[src/rtl/utf8_latin1_ascii_folder_assert.svh]
// Assertion helpers for the folder top level.
`ifndef UTF8_LATIN1_ASCII_FOLDER_ASSERT_SVH
`define UTF8_LATIN1_ASCII_FOLDER_ASSERT_SVH

// Same-cycle implication, checked outside reset.
`define UFOLD_ASSERT_NOW(label, clk, rst_n, ante, cons) \
    label: assert property (@(posedge clk) disable iff (!rst_n) (ante) |-> (cons)) \
        else $error("folder assertion failed");

// Next-cycle implication, checked outside reset.
`define UFOLD_ASSERT_NEXT(label, clk, rst_n, ante, cons) \
    label: assert property (@(posedge clk) disable iff (!rst_n) (ante) |=> (cons)) \
        else $error("folder assertion failed");

`endif

[src/rtl/ufold_pkg.sv]
package ufold_pkg;

    localparam logic [7:0] LEAD_C3    = 8'hC3;
    localparam logic [7:0] LEAD_C2    = 8'hC2;
    localparam logic [7:0] LEAD_E2    = 8'hE2;
    localparam logic [7:0] LEAD_MIN   = 8'hC0;
    localparam logic [7:0] NBSP       = 8'hA0;
    localparam logic [7:0] CONT_MIN   = 8'h80;
    localparam logic [7:0] LOWER_MIN  = 8'hE0;
    localparam logic [7:0] CASE_DELTA = 8'h20;
    localparam logic [7:0] PAIR_DELTA = 8'h40;

    localparam logic [6:0] CH_QMARK = 7'h3F;
    localparam logic [6:0] CH_SPACE = 7'h20;
    localparam logic [6:0] CH_DASH  = 7'h2D;
    localparam logic [6:0] CH_APOS  = 7'h27;
    localparam logic [6:0] CH_QUOTE = 7'h22;

    typedef enum logic [1:0] {
        PH_NONE = 2'd0,
        PH_LEAD = 2'd1,
        PH_E280 = 2'd2,
        PH_UNUSED = 2'd3
    } phase_t;

    typedef struct packed {
        logic [7:0] in_byte;
        logic       is_last;
    } in_t;

    typedef struct packed {
        logic [6:0] out_char;
        logic       has_char;
        logic       end_of_string;
    } out_t;

    // One accepted byte's worth of results: one or two.
    typedef struct packed {
        out_t res0;
        out_t res1;
        logic two;
    } job_t;

    typedef struct packed {
        logic [1:0] count;
        logic       full;
        logic       empty;
    } qstat_t;

    function automatic logic [6:0] fold_latin1(input logic [7:0] b);
        logic       lower;
        logic [7:0] u;
        logic [6:0] ch;
        lower = (b >= LOWER_MIN);
        u     = lower ? (b - CASE_DELTA) : b;
        ch    = CH_QMARK;
        if (b >= LEAD_MIN)
        begin
            if (u <= 8'hC5)                   ch = 7'h41;
            else if (u == 8'hC7)              ch = 7'h43;
            else if (u >= 8'hC8 && u <= 8'hCB) ch = 7'h45;
            else if (u >= 8'hCC && u <= 8'hCF) ch = 7'h49;
            else if (u == 8'hD1)              ch = 7'h4E;
            else if (u >= 8'hD2 && u <= 8'hD6) ch = 7'h4F;
            else if (u >= 8'hD9 && u <= 8'hDC) ch = 7'h55;
            if (ch != CH_QMARK && lower)
                ch = ch + CASE_DELTA[6:0];
        end
        return ch;
    endfunction

    function automatic logic [6:0] fold_punct(input logic [7:0] x);
        logic [6:0] ch;
        case (x)
            8'h93, 8'h94: ch = CH_DASH;
            8'h98, 8'h99: ch = CH_APOS;
            8'h9C, 8'h9D: ch = CH_QUOTE;
            default:      ch = CH_QMARK;
        endcase
        return ch;
    endfunction

endpackage

[src/rtl/ufold_front.sv]
module ufold_front
    import ufold_pkg::*;
(
    input  logic clk,
    input  logic rst_n,
    input  logic in_valid,
    output logic in_ready,
    input  in_t  in_data,
    input  logic q_ready,
    output logic push,
    output job_t push_job
);

    phase_t     phase_reg, phase_next;
    logic [7:0] lead_reg, lead_next;

    logic accept;
    assign in_ready = q_ready;
    assign accept   = in_valid && in_ready;

    always_ff @(posedge clk or negedge rst_n)
    begin
        if (!rst_n)
        begin
            phase_reg <= PH_NONE;
            lead_reg  <= '0;
        end
        else if (accept)
        begin
            phase_reg <= phase_next;
            lead_reg  <= lead_next;
        end
    end

    // Classify the byte against the held state and collect up to two characters.
    always_comb
    begin
        logic [7:0] b;
        logic       cont;
        logic [1:0] cnt;
        logic [6:0] ch0;
        logic [6:0] ch1;
        logic       start;
        logic       em;
        logic [6:0] emc;
        logic       em2;
        logic [6:0] emc2;
        b     = in_data.in_byte;
        cont  = (b[7:6] == 2'b10);
        cnt   = 2'd0;
        ch0   = '0;
        ch1   = '0;
        start = 1'b0;
        em    = 1'b0;
        emc   = '0;
        em2   = 1'b0;
        emc2  = '0;
        phase_next = PH_NONE;
        lead_next  = '0;

        unique case (phase_reg)
            PH_E280:
            begin
                em  = 1'b1;
                emc = fold_punct(b);
            end
            PH_LEAD:
            begin
                if (lead_reg == LEAD_E2 && b == CONT_MIN)
                begin
                    phase_next = PH_E280;
                    lead_next  = lead_reg;
                end
                else if (cont)
                begin
                    em = 1'b1;
                    if (lead_reg == LEAD_C3)
                        emc = fold_latin1(b + PAIR_DELTA);
                    else if (lead_reg == LEAD_C2)
                        emc = (b == NBSP) ? CH_SPACE : CH_QMARK;
                    else
                        emc = CH_QMARK;
                end
                else
                begin
                    em    = 1'b1;
                    emc   = fold_latin1(lead_reg);
                    start = 1'b1;
                end
            end
            PH_NONE, PH_UNUSED: start = 1'b1;
            default:            start = 1'b1;
        endcase

        if (start)
        begin
            if (!b[7])
            begin
                em2  = 1'b1;
                emc2 = b[6:0];
            end
            else if (b >= LEAD_MIN)
            begin
                phase_next = PH_LEAD;
                lead_next  = b;
            end
            else if (b >= NBSP)
            begin
                em2  = 1'b1;
                emc2 = CH_QMARK;
            end
        end

        if (em)
        begin
            ch0 = emc;
            cnt = 2'd1;
        end
        if (em2)
        begin
            if (cnt == 2'd0)
                ch0 = emc2;
            else
                ch1 = emc2;
            cnt = cnt + 2'd1;
        end

        // Flush whatever is still held at the end of the string.
        if (in_data.is_last && phase_next != PH_NONE)
        begin
            if (phase_next == PH_LEAD)
                emc = fold_latin1(lead_next);
            else
                emc = CH_QMARK;
            if (cnt == 2'd0)
                ch0 = emc;
            else
                ch1 = emc;
            cnt = cnt + 2'd1;
        end
        if (in_data.is_last)
        begin
            phase_next = PH_NONE;
            lead_next  = '0;
        end

        push_job.two  = (cnt == 2'd2);
        push_job.res0 = '{out_char: ch0, has_char: (cnt != 2'd0),
                          end_of_string: in_data.is_last && (cnt != 2'd2)};
        push_job.res1 = '{out_char: ch1, has_char: (cnt == 2'd2),
                          end_of_string: in_data.is_last};
        push = accept && ((cnt != 2'd0) || in_data.is_last);
    end

endmodule

[src/rtl/ufold_queue.sv]
module ufold_queue
    import ufold_pkg::*;
(
    input  logic   clk,
    input  logic   rst_n,
    input  logic   push,
    input  job_t   push_job,
    output logic   q_ready,
    input  logic   pop,
    output logic   head_valid,
    output job_t   head_job,
    output qstat_t stat
);

    job_t       mem [2];
    logic       wr_ptr_reg, rd_ptr_reg;
    logic [1:0] count_reg, count_next;

    assign q_ready    = (count_reg != 2'd2);
    assign head_valid = (count_reg != 2'd0);
    assign head_job   = mem[rd_ptr_reg];
    assign stat       = '{count: count_reg, full: !q_ready, empty: !head_valid};

    always_comb
    begin
        count_next = count_reg;
        if (push && !pop)
            count_next = count_reg + 2'd1;
        else if (pop && !push)
            count_next = count_reg - 2'd1;
    end

    always_ff @(posedge clk)
    begin
        if (push)
            mem[wr_ptr_reg] <= push_job;
    end

    always_ff @(posedge clk or negedge rst_n)
    begin
        if (!rst_n)
        begin
            wr_ptr_reg <= 1'b0;
            rd_ptr_reg <= 1'b0;
            count_reg  <= 2'd0;
        end
        else
        begin
            if (push)
                wr_ptr_reg <= !wr_ptr_reg;
            if (pop)
                rd_ptr_reg <= !rd_ptr_reg;
            count_reg <= count_next;
        end
    end

endmodule

[src/rtl/ufold_back.sv]
module ufold_back
    import ufold_pkg::*;
(
    input  logic clk,
    input  logic rst_n,
    input  logic head_valid,
    input  job_t head_job,
    output logic pop,
    output logic out_valid,
    input  logic out_ready,
    output out_t out_data
);

    // Selects which result of the head job is on the output.
    logic second_reg;
    logic take;

    assign out_valid = head_valid;
    assign out_data  = second_reg ? head_job.res1 : head_job.res0;
    assign take      = out_valid && out_ready;
    assign pop       = take && (second_reg || !head_job.two);

    always_ff @(posedge clk or negedge rst_n)
    begin
        if (!rst_n)
            second_reg <= 1'b0;
        else if (take)
            second_reg <= !second_reg && head_job.two;
    end

endmodule

[src/rtl/utf8_latin1_ascii_folder.sv]
// Channel | Handshake           | Payload
// in      | in_valid / in_ready | in_data   (in_byte, is_last)
// out     | out_valid/out_ready | out_data  (out_char, has_char, end_of_string)
//
// Each input byte is taken while the job queue has room; a byte that yields one
// result, or the end-only marker, gives one output transaction, and a byte that
// yields two gives two. A byte that only updates the held state gives none.
// Reset (rst_n low, asynchronous) clears the held lead byte, the phase and the queue.
// A two-entry job queue lets bytes keep arriving while output stalls, until it is full.
`include "utf8_latin1_ascii_folder_assert.svh"

module utf8_latin1_ascii_folder
    import ufold_pkg::*;
(
    input  logic clk,
    input  logic rst_n,
    input  logic in_valid,
    output logic in_ready,
    input  in_t  in_data,
    output logic out_valid,
    input  logic out_ready,
    output out_t out_data
);

    // The front end decodes each byte transaction against the held lead byte
    // and turns it into a job of one or two characters. Bytes that only update
    // the held state produce no job unless they end the string.
    logic   q_ready;
    logic   push;
    job_t   push_job;
    logic   pop;
    logic   head_valid;
    job_t   head_job;
    qstat_t q_stat;

    ufold_front u_front (
        .clk      (clk),
        .rst_n    (rst_n),
        .in_valid (in_valid),
        .in_ready (in_ready),
        .in_data  (in_data),
        .q_ready  (q_ready),
        .push     (push),
        .push_job (push_job)
    );

    // Jobs wait here so a stalled output does not block decoding.
    ufold_queue u_queue (
        .clk        (clk),
        .rst_n      (rst_n),
        .push       (push),
        .push_job   (push_job),
        .q_ready    (q_ready),
        .pop        (pop),
        .head_valid (head_valid),
        .head_job   (head_job),
        .stat       (q_stat)
    );

    // The back end plays out each job's characters one transaction at a time.
    ufold_back u_back (
        .clk        (clk),
        .rst_n      (rst_n),
        .head_valid (head_valid),
        .head_job   (head_job),
        .pop        (pop),
        .out_valid  (out_valid),
        .out_ready  (out_ready),
        .out_data   (out_data)
    );

    // An output transaction without a character is the end-only marker.
    logic out_marker;
    assign out_marker = out_valid && !out_data.has_char;

    // An end-only marker always closes a string.
    `UFOLD_ASSERT_NOW(a_marker_is_end, clk, rst_n, out_marker, out_data.end_of_string)
    // A marker carries no character bits.
    `UFOLD_ASSERT_NOW(a_marker_zero, clk, rst_n, out_marker, out_data.out_char == 7'd0)
    // The queue never holds more than two jobs.
    `UFOLD_ASSERT_NOW(a_queue_bound, clk, rst_n, 1'b1, q_stat.count != 2'd3)
    // Once full, the queue stays nonempty in the next cycle.
    `UFOLD_ASSERT_NEXT(a_full_keeps_data, clk, rst_n, q_stat.full, !q_stat.empty)

endmodule
[config.mk]
export PLATFORM = sky130hd
export DESIGN_NAME = utf8_latin1_ascii_folder
export DESIGN_NICKNAME = d
export VERILOG_FILES = /design/src/rtl/ufold_pkg.sv /design/src/rtl/ufold_front.sv /design/src/rtl/ufold_queue.sv /design/src/rtl/ufold_back.sv /design/src/rtl/utf8_latin1_ascii_folder.sv
export VERILOG_INCLUDE_DIRS = /design/src /design/src/rtl
export SDC_FILE = /design/constraint.sdc
export NUM_CORES = 1
export LEC_CHECK = 0
export BUFFER_PORTS_ARGS = -buffer_cell sky130_fd_sc_hd__buf_2
export CORE_MARGIN = 3
export CORE_UTILIZATION = 50
export DETAILED_ROUTE_END_ITERATION = 10
export HOLD_SLACK_MARGIN = 0.03
export PLACE_DENSITY = 0.75
export SYNTH_ARGS = -nofsm -noshare
export SYNTH_HDL_FRONTEND = slang
export SYNTH_SLANG_ARGS = --single-unit
[constraint.sdc]
create_clock -name clk -period 7 [get_ports clk]
set_input_delay 1.4 -clock clk [delete_from_list [all_inputs] [get_ports clk]]
set_output_delay 1.4 -clock clk [all_outputs]
set_load 0.01 [all_outputs]
**Yosys cells after proc, flatten, opt, wreduce, memory -nomap -nowiden**

Memory sizes are Yosys's and may differ from the RTL's.
Cells that the tools add are included.

- Reductions and logical operators: 44
- Multiplexer cells: 92
- Add/sub/neg operators: 11
- Equal/unequal tests: 28
- Order comparisons: 35

Operator list:

| kind | number |
|---|---|
| 7-bit 2-to-1 mux | 56 |
| 8-bit >= comparator (second input constant) | 20 |
| 8-bit == test (second input constant) | 17 |
| 8-bit less-or-equal comparator (second input constant) | 15 |
| 8-bit 2-to-1 mux | 9 |
| 1-bit logical AND | 25 |
| 8-bit by 6-bit subtractor with 8-bit output (second input constant) | 3 |
| 7-bit by 6-bit adder with 7-bit output (second input constant) | 3 |
| 7-bit by 6-bit inequality test with 1-bit output (second input constant) | 3 |
| 2-bit 2-to-1 mux | 10 |
| 5-bit one-hot mux with 3 select lines | 1 |
| 7-bit one-hot mux with 2 select lines | 1 |
| 1-bit 2-to-1 mux | 10 |
| 9-bit 2-to-1 mux | 1 |
| 8-bit by 7-bit adder with 8-bit output (second input constant) | 1 |
| 2-bit == test (second input constant) | 4 |
| 2-bit nonzero test | 4 |
| 2-bit OR reduction | 4 |
| 1-bit zero test | 6 |
| 2-bit zero test | 3 |
| 6-bit 2-to-1 mux | 1 |
| 5-bit 2-to-1 mux | 1 |
| 2-bit by 1-bit adder with 2-bit output (second input constant) | 2 |
| 2-bit by 1-bit == test with 1-bit output (second input constant) | 2 |
| other kinds (5) | 8 |

- Input port bits: 13
- Memories: 1
- Register bits: 15
- Bits in writable memories: 38
- Output and inout bits: 11

Memories:

| memory | depth | width | read ports | clocked after Yosys merged registers in | wr ports | RTL line | RTL |
|---|---|---|---|---|---|---|---|
| u_queue.mem | 2 | 19 | 1 | 0 | 1 | ufold_queue.sv:15 | `job_t mem [2];` |

**Logic depth before layout (Yosys ltp)**

Gate-level depths: netlist of run 1.

- Word-level depth: 30
- Mapped depth: 15
- Gate-level depth less buffers: 15

**By module**

Synthesis of run 1 repeated with hierarchy kept, for this count alone.

- Cells, all modules: 400
- Area total of the unflattened synthesis: 3982.6 um^2

Modules (own cells, without submodules):

| module | area an instance (um^2) | cells an instance | times used | seq. area each (um^2) |
|---|---|---|---|---|
| ufold_front | 2133.3 | 307 | 1 | 250.2 |
| ufold_queue | 1645.3 | 77 | 1 | 1241.2 |
| ufold_back | 203.9 | 16 | 1 | 25.0 |

**Worst setup path before layout of run 1**

OpenSTA, ideal clock, no wires.

- Path kind: input to register
- Start: input in_data[7] (netlist bit)
- End: memory u_queue.mem[0][10] (netlist bit), enable pin
- Arrival: 3.906 ns
- Library setup time: 0.393 ns
- Required time: 6.607 ns
- Stages on the path: 10
- Slack: 2.702 ns
- Cell sequence: inv_1 ha_1 nor2b_1 nand4_2 o21ai_2 a21oi_4 ha_1 nor3_1 nand2b_1 nor2_1

- Cells in the longest elaborated chain, start to end: 15
- Elaborated cells on any way between the ends: 31

RTL lines:

| element | RTL line | RTL |
|---|---|---|
| start: declaration | utf8_latin1_ascii_folder.sv:19 | `input in_t in_data,` |
| branches (longest 9 deep; another with 8-bit >= comparator) | n/a |  |
| 2-bit 2-to-1 mux (*) | ufold_front.sv:129 | `if (in_data.is_last && phase_next != PH_NONE)` |
| 2-bit nonzero test (*) | ufold_front.sv:152 | `push = accept && ((cnt != 2'd0) \|\| in_data.is_last);` |
| 1-bit logical OR (*) | ufold_front.sv:152 |  |
| 1-bit logical AND (*) | ufold_front.sv:152 |  |
| 1-bit 2-to-1 mux (*) | ufold_queue.sv:35 | `if (push)` |
| 1-bit 2-to-1 mux (implied by the code) (*) | ufold_queue.sv:36 | `mem[wr_ptr_reg] <= push_job;` |
| end: declaration | ufold_queue.sv:15 |  |

Every way passes the cells marked *.

==> results.toml, run 1 <==
[logic_synthesis]
ys_seq_elements = 51
yosys_cell_types = 70
seq_area_frac_synth = 0.4019
postSynthCellCount = 371
synth_top_cells_by_area = "sky130_fd_sc_hd__edfxtp_1 (30%), sky130_fd_sc_hd__dfrtp_1 (10%), sky130_fd_sc_hd__mux4_2 (5.6%)"
yosysWarnings = 0
yosys_most_used_dff = "sky130_fd_sc_hd__edfxtp_1"
post_synth_instance_area_mm2 = 0.003623
number_of_synthesized_flops_with_an_enable_pin = 36
synth_async_sr_flop_share = 0.2941
synth_top_area_frac = 0.2983
netlist.top_cell.by_area = "sky130_fd_sc_hd__edfxtp_1"
synth_area_per_cell_um2 = 9.767
postSynthNetCount = 399

[layout]
largest_register_ff_count = 36
drive_gt1_frac = 0.1623
layout_common_cells = "sky130_fd_sc_hd__edfxtp_1 (36), sky130_fd_sc_hd__nand2_1 (34), sky130_fd_sc_hd__nor2_1 (23), sky130_fd_sc_hd__buf_2 (23), sky130_fd_sc_hd__o21ai_0 (21)"
utilization = 0.5612
antenna_cells = 0
area_growth_pct = 6.975
final_net_count = 409
layout.cells.most_common = "sky130_fd_sc_hd__edfxtp_1"

[sta]
grt_setup_unrepaired = "false"
finalSetupViolCount = 0
worst_skew_ns = 0.008114
final_slew_violations = 0
worst_slew_pin_slew_ns = 0.7958
timing.setup.tns_ns = 0
worst_hold_slack_ns = 0.4930
timing.fmax_ghz = 0.2205
post_route_worst_setup_slack_ns = 2.464
final.period_utilization = 0.6480
hold_viol_final = 0
fin_crit_ns = 4.536
worst_slew_margin_rel = 0.4695

[worst_setup_path]
critPathRequiredTime_ns = 7.03
worst_ep_arrival_time_ns = 4.56
timing.critical_path.to_type = "register"
critical_path_class = "in2reg"
worstPathCellList = "buf_2 > inv_1 > ha_1 > nor2b_1 > o211ai_1 > nor2_1 > nor4_1 > nand2b_1 > ha_1 > a21oi_1 > nor2_1 > o32ai_1 > inv_1 > a31oi_1 > and3_1 > o22ai_1"
count_of_buffer_and_inverter_cells_on_the_critical_path = 3
worst_path_max_delay_cell = "sky130_fd_sc_hd__nor4_1"
timing.critical_path.slowest_cell_delay_ns = 0.49
worst_path_max_fanout = 9
timing.critical_path.max_delay_family = "simple AND/OR/NAND/NOR gates"
setup.worst_path.start_class = "input port"

[hold_path]
path_category_of_the_worst_min_delay_check = "reg2reg"

[floorplan]
dieWidth_um = 91.13
floorplan.initialDensity = 0.5246
height_of_the_die_um = 91.13
placement_rows = 30
coreArea_mm2 = 0.006907
ios = 24
dieArea_mm2 = 0.008305

[place]
gp_routability_congestion = 1.019
dp_hpwl_mm = 6.486
post_placement_setup_slack_ns = 2.192
port_buffers = 23

[cts]
cts_post_setup_buffers_inserted = 0
post_cts_resized = 0
hold_buffers = 0
clock_tree.buffer_depth = 2
cts_inserted_buffers = 5
cts_sinks = 51
clk-insertion-delay-late_ns = 0.31
htreeDepth = 2
tritoncts_clock_tree = "yes"
cts.reportedPaths.clkPinSlew_ns = 0.09
cts_root_buf = "sky130_fd_sc_hd__clkbuf_8"

[power_and_ir_drop]
power.density_mw_per_mm2 = 247.4
p_total_mw = 0.9590
ir_worst_vdd_uv = 68.94
p_leak_nw = 1.482

[detailed_routing]
antenna_left = 0
wl_per_cell_um = 17.93
route.final.wire_length_mm = 8.569
detailroute.via_count = 3004
drt_first_pass_iters = 8
drc_errors = 0
post_drt_via_cell_ratio = 6.285
drt_iter0_drc = 274

[status]
status = "complete, no violations"

[global_routing]
initial_antenna_violation_count = 0
gr-usage-all-layers = 0.2091
first_global_vias = 2765
maximum_number_of_pins_on_one_net_before_global_route_repair = 19
grt_first_pass_wirelength_mm = 14.03
grt_overflow = 0

[flow_run]
max_cap_viol_count = 0
per-stage QoR:
stage	std cells	instance area, µm²
floorplan	371	3623
global placement	470	3766
detailed placement	470	3766
CTS	478	3876
global route	478	3876
finish	478	3876
Yosys cell counts (all sizes together) (7+ instances only):
cell type and n:
edfxtp 36, nand2 35, nor2 25, o21ai 23, nand3 22, inv 17, dfrtp 15, ha 15
a21oi 14, a31oi 13, nor3 13, clkbuf 12, buf 9, mux4 9, o22ai 9, and2 8
and3 7, nor2b 7
final timing paths:
check / start / endpoint / slack [ns] / cells after the start
setup / recovery: in_data[7] / u_queue.mem[1][8]$_DFFE_PP_ / 2.46 / 16
min in group asynchronous: rst_n / u_front.lead_reg[1]$_DFFE_PN0P_ / 0.99 / 1
hold / removal: u_queue.wr_ptr_reg$_DFFE_PN0P_ / u_queue.wr_ptr_reg$_DFFE_PN0P_ / 0.49 / 1
hold reg to reg: u_queue.wr_ptr_reg$_DFFE_PN0P_ / u_queue.wr_ptr_reg$_DFFE_PN0P_ / 0.49 / 1
setup reg to reg: u_front.phase_reg[0]$_DFFE_PN0P_ / u_queue.mem[1][8]$_DFFE_PP_ / 3.34 / 14
max in group asynchronous: rst_n / u_front.lead_reg[7]$_DFFE_PN0P_ / 5.76 / 1
cell families (layout without fill, tap and decap cells):
family / after synthesis / after routing / synth area share
buffers and inverters: 40 / 51 / 0.04731
xor gates and xnor gates: 8 / 8 / 0.01934
adders and majority gates: 15 / 15 / 0.05180
DFF: 51 / 51 / 0.4019
and+or+nand+nor: 142 / 142 / 0.2086
muxes: 14 / 14 / 0.07148
AOI/OAI and AO/OA: 101 / 101 / 0.1996
report_power, final:
group          switching, mW  total [mW]  internal (mW)  leakage [nW]
clock network         0.0957       0.202          0.107        0.0514
registers             0.0539       0.446          0.392         0.536
logic                  0.165       0.311          0.146         0.895
layout make-up:
cell class,count,area (µm²)
timing repair buffer,24,122.6
sequential,51,1456
tap,96,120.1
clock buffer,6,72.57
multi-input combinational,280,1996
fill,663,3030
inverter,19,71.32
clock inverter,2,37.54
routing by layer:
metal / up-vias / share of wire / GRT usage
met3: 20 / 0.056 / 0.02320
li1: 1430 / - / -
met1: 1419 / 0.43 / 0.2846
met4: 0 / 0.029 / 0.07412
met2: 135 / 0.48 / 0.3458
met5: - / 0 / 0
No activity file was read; power rests on OpenSTA's default activity.
==> inputs of run 2 (changes only) <==
==> constraint.sdc (replaced) <==
create_clock -name clk -period 4.64 [get_ports clk]
set_input_delay 0.928 -clock clk [delete_from_list [all_inputs] [get_ports clk]]
set_output_delay 0.928 -clock clk [all_outputs]
set_load 0.01 [all_outputs]
==> run 2 against run 1 <==
  * Sequential power grew 51%
  * Combinational power grew 51%
  * Critical path type unchanged
  * Global-route usage grew 0.16 points
  * Non-clock buffer count is the same
  * Wire length shrank 0.54%
  * Hold slack gained 0.0064 ns
  * Sequential share of layout area grew 0.21 points
==> results.toml, run 2 (synthesized netlist as in run 1, its figures left out) <==
[status]
status = "complete, no violations"

[layout]
non_filler_instances = 478
fill_cells = 656
antenna_cells = 0
area_growth_pct = 6.388
drive_gt1_frac = 0.1623
layout_common_cells = "sky130_fd_sc_hd__edfxtp_1 (36), sky130_fd_sc_hd__nand2_1 (34), sky130_fd_sc_hd__nor2_1 (23), sky130_fd_sc_hd__buf_2 (23), sky130_fd_sc_hd__o21ai_0 (21)"
largest_register_ff_count = 36
layout.cells.most_common = "sky130_fd_sc_hd__edfxtp_1"
final_net_count = 409

[global_routing]
gr-usage-all-layers = 0.2106
initial_antenna_violation_count = 0
maximum_number_of_pins_on_one_net_before_global_route_repair = 19
grt_overflow = 0
grt_first_pass_wirelength_mm = 14.22
first_global_vias = 2849

[cts]
clk-insertion-delay-late_ns = 0.31
cts.reportedPaths.clkPinSlew_ns = 0.09
htreeDepth = 2
cts_sinks = 51
cts_root_buf = "sky130_fd_sc_hd__clkbuf_8"
cts_inserted_buffers = 5
cts_post_setup_buffers_inserted = 0
tritoncts_clock_tree = "yes"
hold_buffers = 0
clock_tree.buffer_depth = 2
post_cts_resized = 0

[sta]
worst_hold_slack_ns = 0.4994
final_slew_violations = 0
timing.fmax_ghz = 0.2393
worst_slew_pin_slew_ns = 0.8213
grt_setup_unrepaired = "false"
post_route_worst_setup_slack_ns = 0.4612
finalSetupViolCount = 0
final.period_utilization = 0.9006
timing.setup.tns_ns = 0
fin_crit_ns = 4.179
worst_slew_margin_rel = 0.4525
hold_viol_final = 0
worst_skew_ns = 0.007917

[power_and_ir_drop]
p_leak_nw = 1.472
p_total_mw = 1.396
ir_worst_vdd_uv = 139.0
power.density_mw_per_mm2 = 362.2

[place]
post_placement_setup_slack_ns = 0.2740
dp_hpwl_mm = 6.516
place_inst = 470
gp_routability_congestion = 0.9905
port_buffers = 23

[detailed_routing]
antenna_left = 0
detailroute.via_count = 3055
drt_first_pass_iters = 5
drc_errors = 0
wl_per_cell_um = 17.83
route.final.wire_length_mm = 8.523
post_drt_via_cell_ratio = 6.391
drt_iter0_drc = 292

[floorplan]
floorplan.initialDensity = 0.5246
dieArea_mm2 = 0.008305
placement_rows = 30
height_of_the_die_um = 91.13
dieWidth_um = 91.13
coreArea_mm2 = 0.006907
ios = 24

[worst_setup_path]
worst_ep_arrival_time_ns = 4.21
endpoint_of_the_worst_register_to_register_path = "u_queue.mem[0][8]$_DFFE_PP_"
worstPathCellList = "buf_2 > inv_1 > ha_1 > nor2b_1 > o211ai_1 > nor2_1 > nor4_1 > nand2b_1 > ha_1 > a21oi_1 > nor2_1 > o32ai_1 > inv_1 > a31oi_1 > and3_1 > o22ai_1"
critPathRequiredTime_ns = 4.67
reg2reg_from = "u_front.phase_reg[0]$_DFFE_PN0P_"
worst_path_max_delay_cell = "sky130_fd_sc_hd__nor4_1"
worst_path_max_fanout = 9
reg2reg_setup_slack_ns = 0.84
critical_path_class = "in2reg"
setup.worst_path.end = "u_queue.mem[0][8]$_DFFE_PP_"
timing.critical_path.to_type = "register"
timing.critical_path.slowest_cell_delay_ns = 0.53
worst_r2r_path_depth = 14
cp-startpoint = "in_data[7]"
setup.worst_path.start_class = "input port"

[hold_path]
path_category_of_the_worst_min_delay_check = "reg2reg"
timing.hold.worst_path_depth = 1

[flow_run]
max_cap_viol_count = 0
[run 2: cell count changes in the layout (fill, tap and decap cells not counted), sizes merged]
cell | previous run | this run
bufinv | 1 | 0
clkbuf | 6 | 5
clkinv | 2 | 4
[run 2: per-layer routing]
layer / GRT usage / vias to the layer above / share of wire
li1: - / 1427 / -
met1: 0.2930 / 1442 / 0.42
met2: 0.3378 / 162 / 0.47
met3: 0.02403 / 24 / 0.075
met4: 0.08040 / 0 / 0.031
met5: 0 / - / 0
[run 2: where the power goes]
part / switching, mW / total, mW / internal (mW)
Clock: 0.148 / 0.254 / 0.105
Combinational: 0.251 / 0.471 / 0.220
Sequential: 0.0804 / 0.672 / 0.591
Total: 0.480 / 1.40 / 0.917
[run 2: worst min path at each step]
stage / startpoint / to
after global placement: u_queue.count_reg[1]$_DFFE_PN0P_ / u_queue.count_reg[1]$_DFFE_PN0P_
after floorplan: u_queue.count_reg[1]$_DFFE_PN0P_ / u_queue.count_reg[1]$_DFFE_PN0P_
after global routing: u_queue.count_reg[1]$_DFFE_PN0P_ / u_queue.count_reg[1]$_DFFE_PN0P_
after CTS: u_queue.wr_ptr_reg$_DFFE_PN0P_ / u_queue.wr_ptr_reg$_DFFE_PN0P_
final: u_queue.wr_ptr_reg$_DFFE_PN0P_ / u_queue.wr_ptr_reg$_DFFE_PN0P_
after detailed placement: u_queue.wr_ptr_reg$_DFFE_PN0P_ / u_queue.wr_ptr_reg$_DFFE_PN0P_
[run 2: area by class of cell]
cell class	instances	area (µm²)	share of cell area
multi-input cells	280	1996	0.5177
repair buffers	24	122.6	0.03181
inverters	19	71.32	0.01850
well taps	96	120.1	0.03116
clock buffers	5	68.82	0.01785
flip-flops and latches	51	1456	0.3778
clock inverters	3	20.02	0.005193
[run 2: critical path, delay by kind of cell]
kind / cells / cell delay [ns]
and+or+nand+nor: 6 / 1.32
adders and majority gates: 2 / 0.54
AOI/OAI and AO/OA: 5 / 1.06
buffers and inverters: 3 / 0.36
[run 2: metrics by stage]
stage | area [µm²] | util
floorplan | 3623 | -
global placement | 3766 | 0.5453
detailed placement | 3766 | 0.5453
CTS | 3855 | 0.5582
global route | 3855 | 0.5582
finish | 3855 | 0.5582
==> inputs of run 3 (changes only) <==
--- a/config.mk
+++ b/config.mk
@@ -6,6 +6,7 @@
 export SDC_FILE = /design/constraint.sdc
 export NUM_CORES = 1
 export LEC_CHECK = 0
+export ABC_AREA = 1
 export BUFFER_PORTS_ARGS = -buffer_cell sky130_fd_sc_hd__buf_2
 export CORE_MARGIN = 3
 export CORE_UTILIZATION = 50
==> run 3 against run 2 <==
  * Critical path depth grew 3
  * Flip-flop and latch count is the same
  * Global-route usage grew 1.3 points
  * Clock power shrank 4%
  * First-iteration DRC count shrank 15%
  * Synthesized area grew 6.8%
  * Register-to-register slack gained 0.56 ns
  * Hold slack lost 0.013 ns
  * Sequential share of layout area shrank 3.0 points
  * Core utilization grew 0.96 points
  * Synthesized cell count grew 36%
  * Critical path type unchanged
  * Critical endpoint is now u_queue.count_reg[1]$_DFFE_PN0P_
  * Largest cell class unchanged
==> results.toml, run 3 <==
[place]
dp_hpwl_mm = 7.472
port_buffers = 23
gp_routability_congestion = 1.071
area_post_placement_mm2 = 0.004095

[logic_synthesis]
synth_top_cells_by_area = "sky130_fd_sc_hd__edfxtp_1 (28%), sky130_fd_sc_hd__dfrtp_1 (9.7%), sky130_fd_sc_hd__nand2_1 (9.4%)"
synth_top_cells_by_count = "sky130_fd_sc_hd__nand2_1 (97), sky130_fd_sc_hd__inv_1 (65), sky130_fd_sc_hd__nor2_1 (58)"
yosys_most_used_dff = "sky130_fd_sc_hd__edfxtp_1"
number_of_synthesized_flops_with_an_enable_pin = 36
netlist.top_cell.by_area = "sky130_fd_sc_hd__edfxtp_1"
postSynthNetCount = 534
synth_area_per_cell_um2 = 7.651
yosys_cell_types = 47
synth_top_area_frac = 0.2793
post_synth_instance_area_mm2 = 0.003871
synth.most_common_cell = "sky130_fd_sc_hd__nand2_1"
yosysWarnings = 0
synth_async_sr_flop_share = 0.2941
postSynthCellCount = 506
ys_seq_elements = 51
seq_area_frac_synth = 0.3762

[floorplan]
placement_rows = 31
ios = 24
floorplan.initialDensity = 0.5253
height_of_the_die_um = 93.99
coreArea_mm2 = 0.007370
dieArea_mm2 = 0.008834
dieWidth_um = 93.99

[sta]
timing.fmax_ghz = 0.2625
final_slew_violations = 0
worst_skew_ns = 0.009821
hold_viol_final = 0
timing.setup.tns_ns = 0
finalSetupViolCount = 0
grt_setup_unrepaired = "false"
final.period_utilization = 0.8210
worst_slew_pin_slew_ns = 0.6366
worst_slew_margin_rel = 0.5756
fin_crit_ns = 3.810

[worst_setup_path]
setup.worst_path.start_class = "input port"
worst_path_max_fanout = 10
worst_r2r_path_depth = 18
critical_path_class = "in2reg"
worst_path_max_delay_cell = "sky130_fd_sc_hd__a21oi_1"
reg2reg_from = "u_front.phase_reg[1]$_DFFE_PN0P_"
setup.worst_path.end = "u_queue.count_reg[1]$_DFFE_PN0P_"
worstPathCellList = "buf_2 > inv_1 > ha_1 > nand3_1 > nor2_1 > nand2_2 > nand2_1 > a21oi_1 > inv_1 > ha_1 > nand2_2 > o21ai_0 > nand3_1 > nand2_1 > inv_1 > ha_1 > a21oi_1 > o21ai_0 > xor2_1"
cp-startpoint = "in_data[7]"
timing.critical_path.slowest_cell_delay_ns = 0.47
worst_ep_arrival_time_ns = 3.99
critPathRequiredTime_ns = 4.82
reg2reg_setup_slack_ns = 1.40
timing.critical_path.to_type = "register"
endpoint_of_the_worst_register_to_register_path = "u_queue.mem[1][5]$_DFFE_PP_"

[detailed_routing]
antenna_left = 0
drc_errors = 0
drt_iter0_drc = 249
detailroute.via_count = 3536
post_drt_via_cell_ratio = 5.613
route.final.wire_length_mm = 9.448
drt_first_pass_iters = 5
wl_per_cell_um = 15.00

[cts]
clk-insertion-delay-late_ns = 0.29
cts_root_buf = "sky130_fd_sc_hd__clkbuf_8"
htreeDepth = 2
cts.reportedPaths.clkPinSlew_ns = 0.09
hold_buffers = 0
cts_post_setup_buffers_inserted = 0
clock_tree.buffer_depth = 2
cts_inserted_buffers = 5
post_cts_resized = 0
cts_sinks = 51
tritoncts_clock_tree = "yes"

[layout]
drive_gt1_frac = 0.1620
final_net_count = 558
post_route_cell_area_mm2 = 0.004184
utilization = 0.5677
area_growth_pct = 8.080
antenna_cells = 0
layout.cells.most_common = "sky130_fd_sc_hd__nand2_1"
largest_register_ff_count = 36
layout_common_cells = "sky130_fd_sc_hd__nand2_1 (97), sky130_fd_sc_hd__inv_1 (65), sky130_fd_sc_hd__nor2_1 (58)"
fill_cells = 713

[hold_path]
path_category_of_the_worst_min_delay_check = "reg2reg"

[global_routing]
grt_first_pass_wirelength_mm = 15.75
grt_overflow = 0
gr-usage-all-layers = 0.2238
maximum_number_of_pins_on_one_net_before_global_route_repair = 21
initial_antenna_violation_count = 0
first_global_vias = 3350

[flow_run]
max_cap_viol_count = 0

[power_and_ir_drop]
ir_worst_vdd_uv = 187.0
power.density_mw_per_mm2 = 351.5
p_leak_nw = 1.776
p_total_mw = 1.471

[status]
status = "complete, no violations"
-- run 3: cell count changes in the layout (fill, tap and decap cells not counted), sizes merged, moves of 12 or more --
cell,delta
nand2,+77
nor2,+43
inv,+58
o22ai,+12
o21ai,+22
nand4,+14
-- run 3: how the worst min path moves through the flow --
stage                                     start                          endpoint  depth (start not counted)
2_1_floorplan  u_queue.count_reg[0]$_DFFE_PN0P_  u_queue.count_reg[0]$_DFFE_PN0P_                          1
3_3_place_gp   u_queue.count_reg[0]$_DFFE_PN0P_  u_queue.count_reg[0]$_DFFE_PN0P_                          1
3_5_place_dp   u_queue.count_reg[0]$_DFFE_PN0P_  u_queue.count_reg[0]$_DFFE_PN0P_                          1
4_1_cts        u_queue.count_reg[0]$_DFFE_PN0P_  u_queue.count_reg[0]$_DFFE_PN0P_                          1
5_1_grt        u_queue.count_reg[0]$_DFFE_PN0P_  u_queue.count_reg[0]$_DFFE_PN0P_                          1
6_report       u_queue.count_reg[0]$_DFFE_PN0P_  u_queue.count_reg[0]$_DFFE_PN0P_                          1
-- run 3: logic make-up after synthesis --
kind of cell | share of synthesized area
buffers and inverters | 0.09017
flip-flops | 0.3762
AND/OR/NAND/NOR | 0.3187
AO/OA/AOI/OAI | 0.1500
adder cells (fa/ha/maj) | 0.04848
multiplexers | 0.005172
XOR/XNOR | 0.01131
-- run 3: area by class of cell --
cell class                      instances  area [µm²]  area share
Multi-Input combinational cell        367        2066      0.4937
Timing Repair Buffer                   28       152.6     0.03648
Clock buffer                            5       68.82     0.01645
Inverter                               77       296.5     0.07087
Tap cell                               99       123.9     0.02961
Clock inverter                          3       20.02    0.004785
Sequential cell                        51        1456      0.3481
-- run 3: per-layer routing --
metal	global-route usage	wire length (µm)
met5	0	0
met4	0.04573	93
met2	0.3814	4463
met3	0.03926	452
met1	0.2986	4439
-- run 3: critical path: cells and delay by family --
family,cells,cell delay [ns]
compound gates,4,0.87
xor+xnor,1,0.15
fa+ha+maj,3,0.85
buf+inv,4,0.47
simple gates,7,0.71
-- run 3: power by group --
group / switching, mW / internal (mW)
Combinational: 0.359 / 0.200
Sequential: 0.0705 / 0.597
Clock: 0.139 / 0.105
Total: 0.568 / 0.902
-- run 3: through the flow --
stage	std cells	hold slack, ns	setup WS, ns
global placement	622	0.4623	0.6662
detailed placement	622	0.4723	0.5059
floorplan	506	0.4458	0.4881
global route	630	0.5070	0.4271
CTS	630	0.4847	0.8303
finish	630	0.4861	0.8304
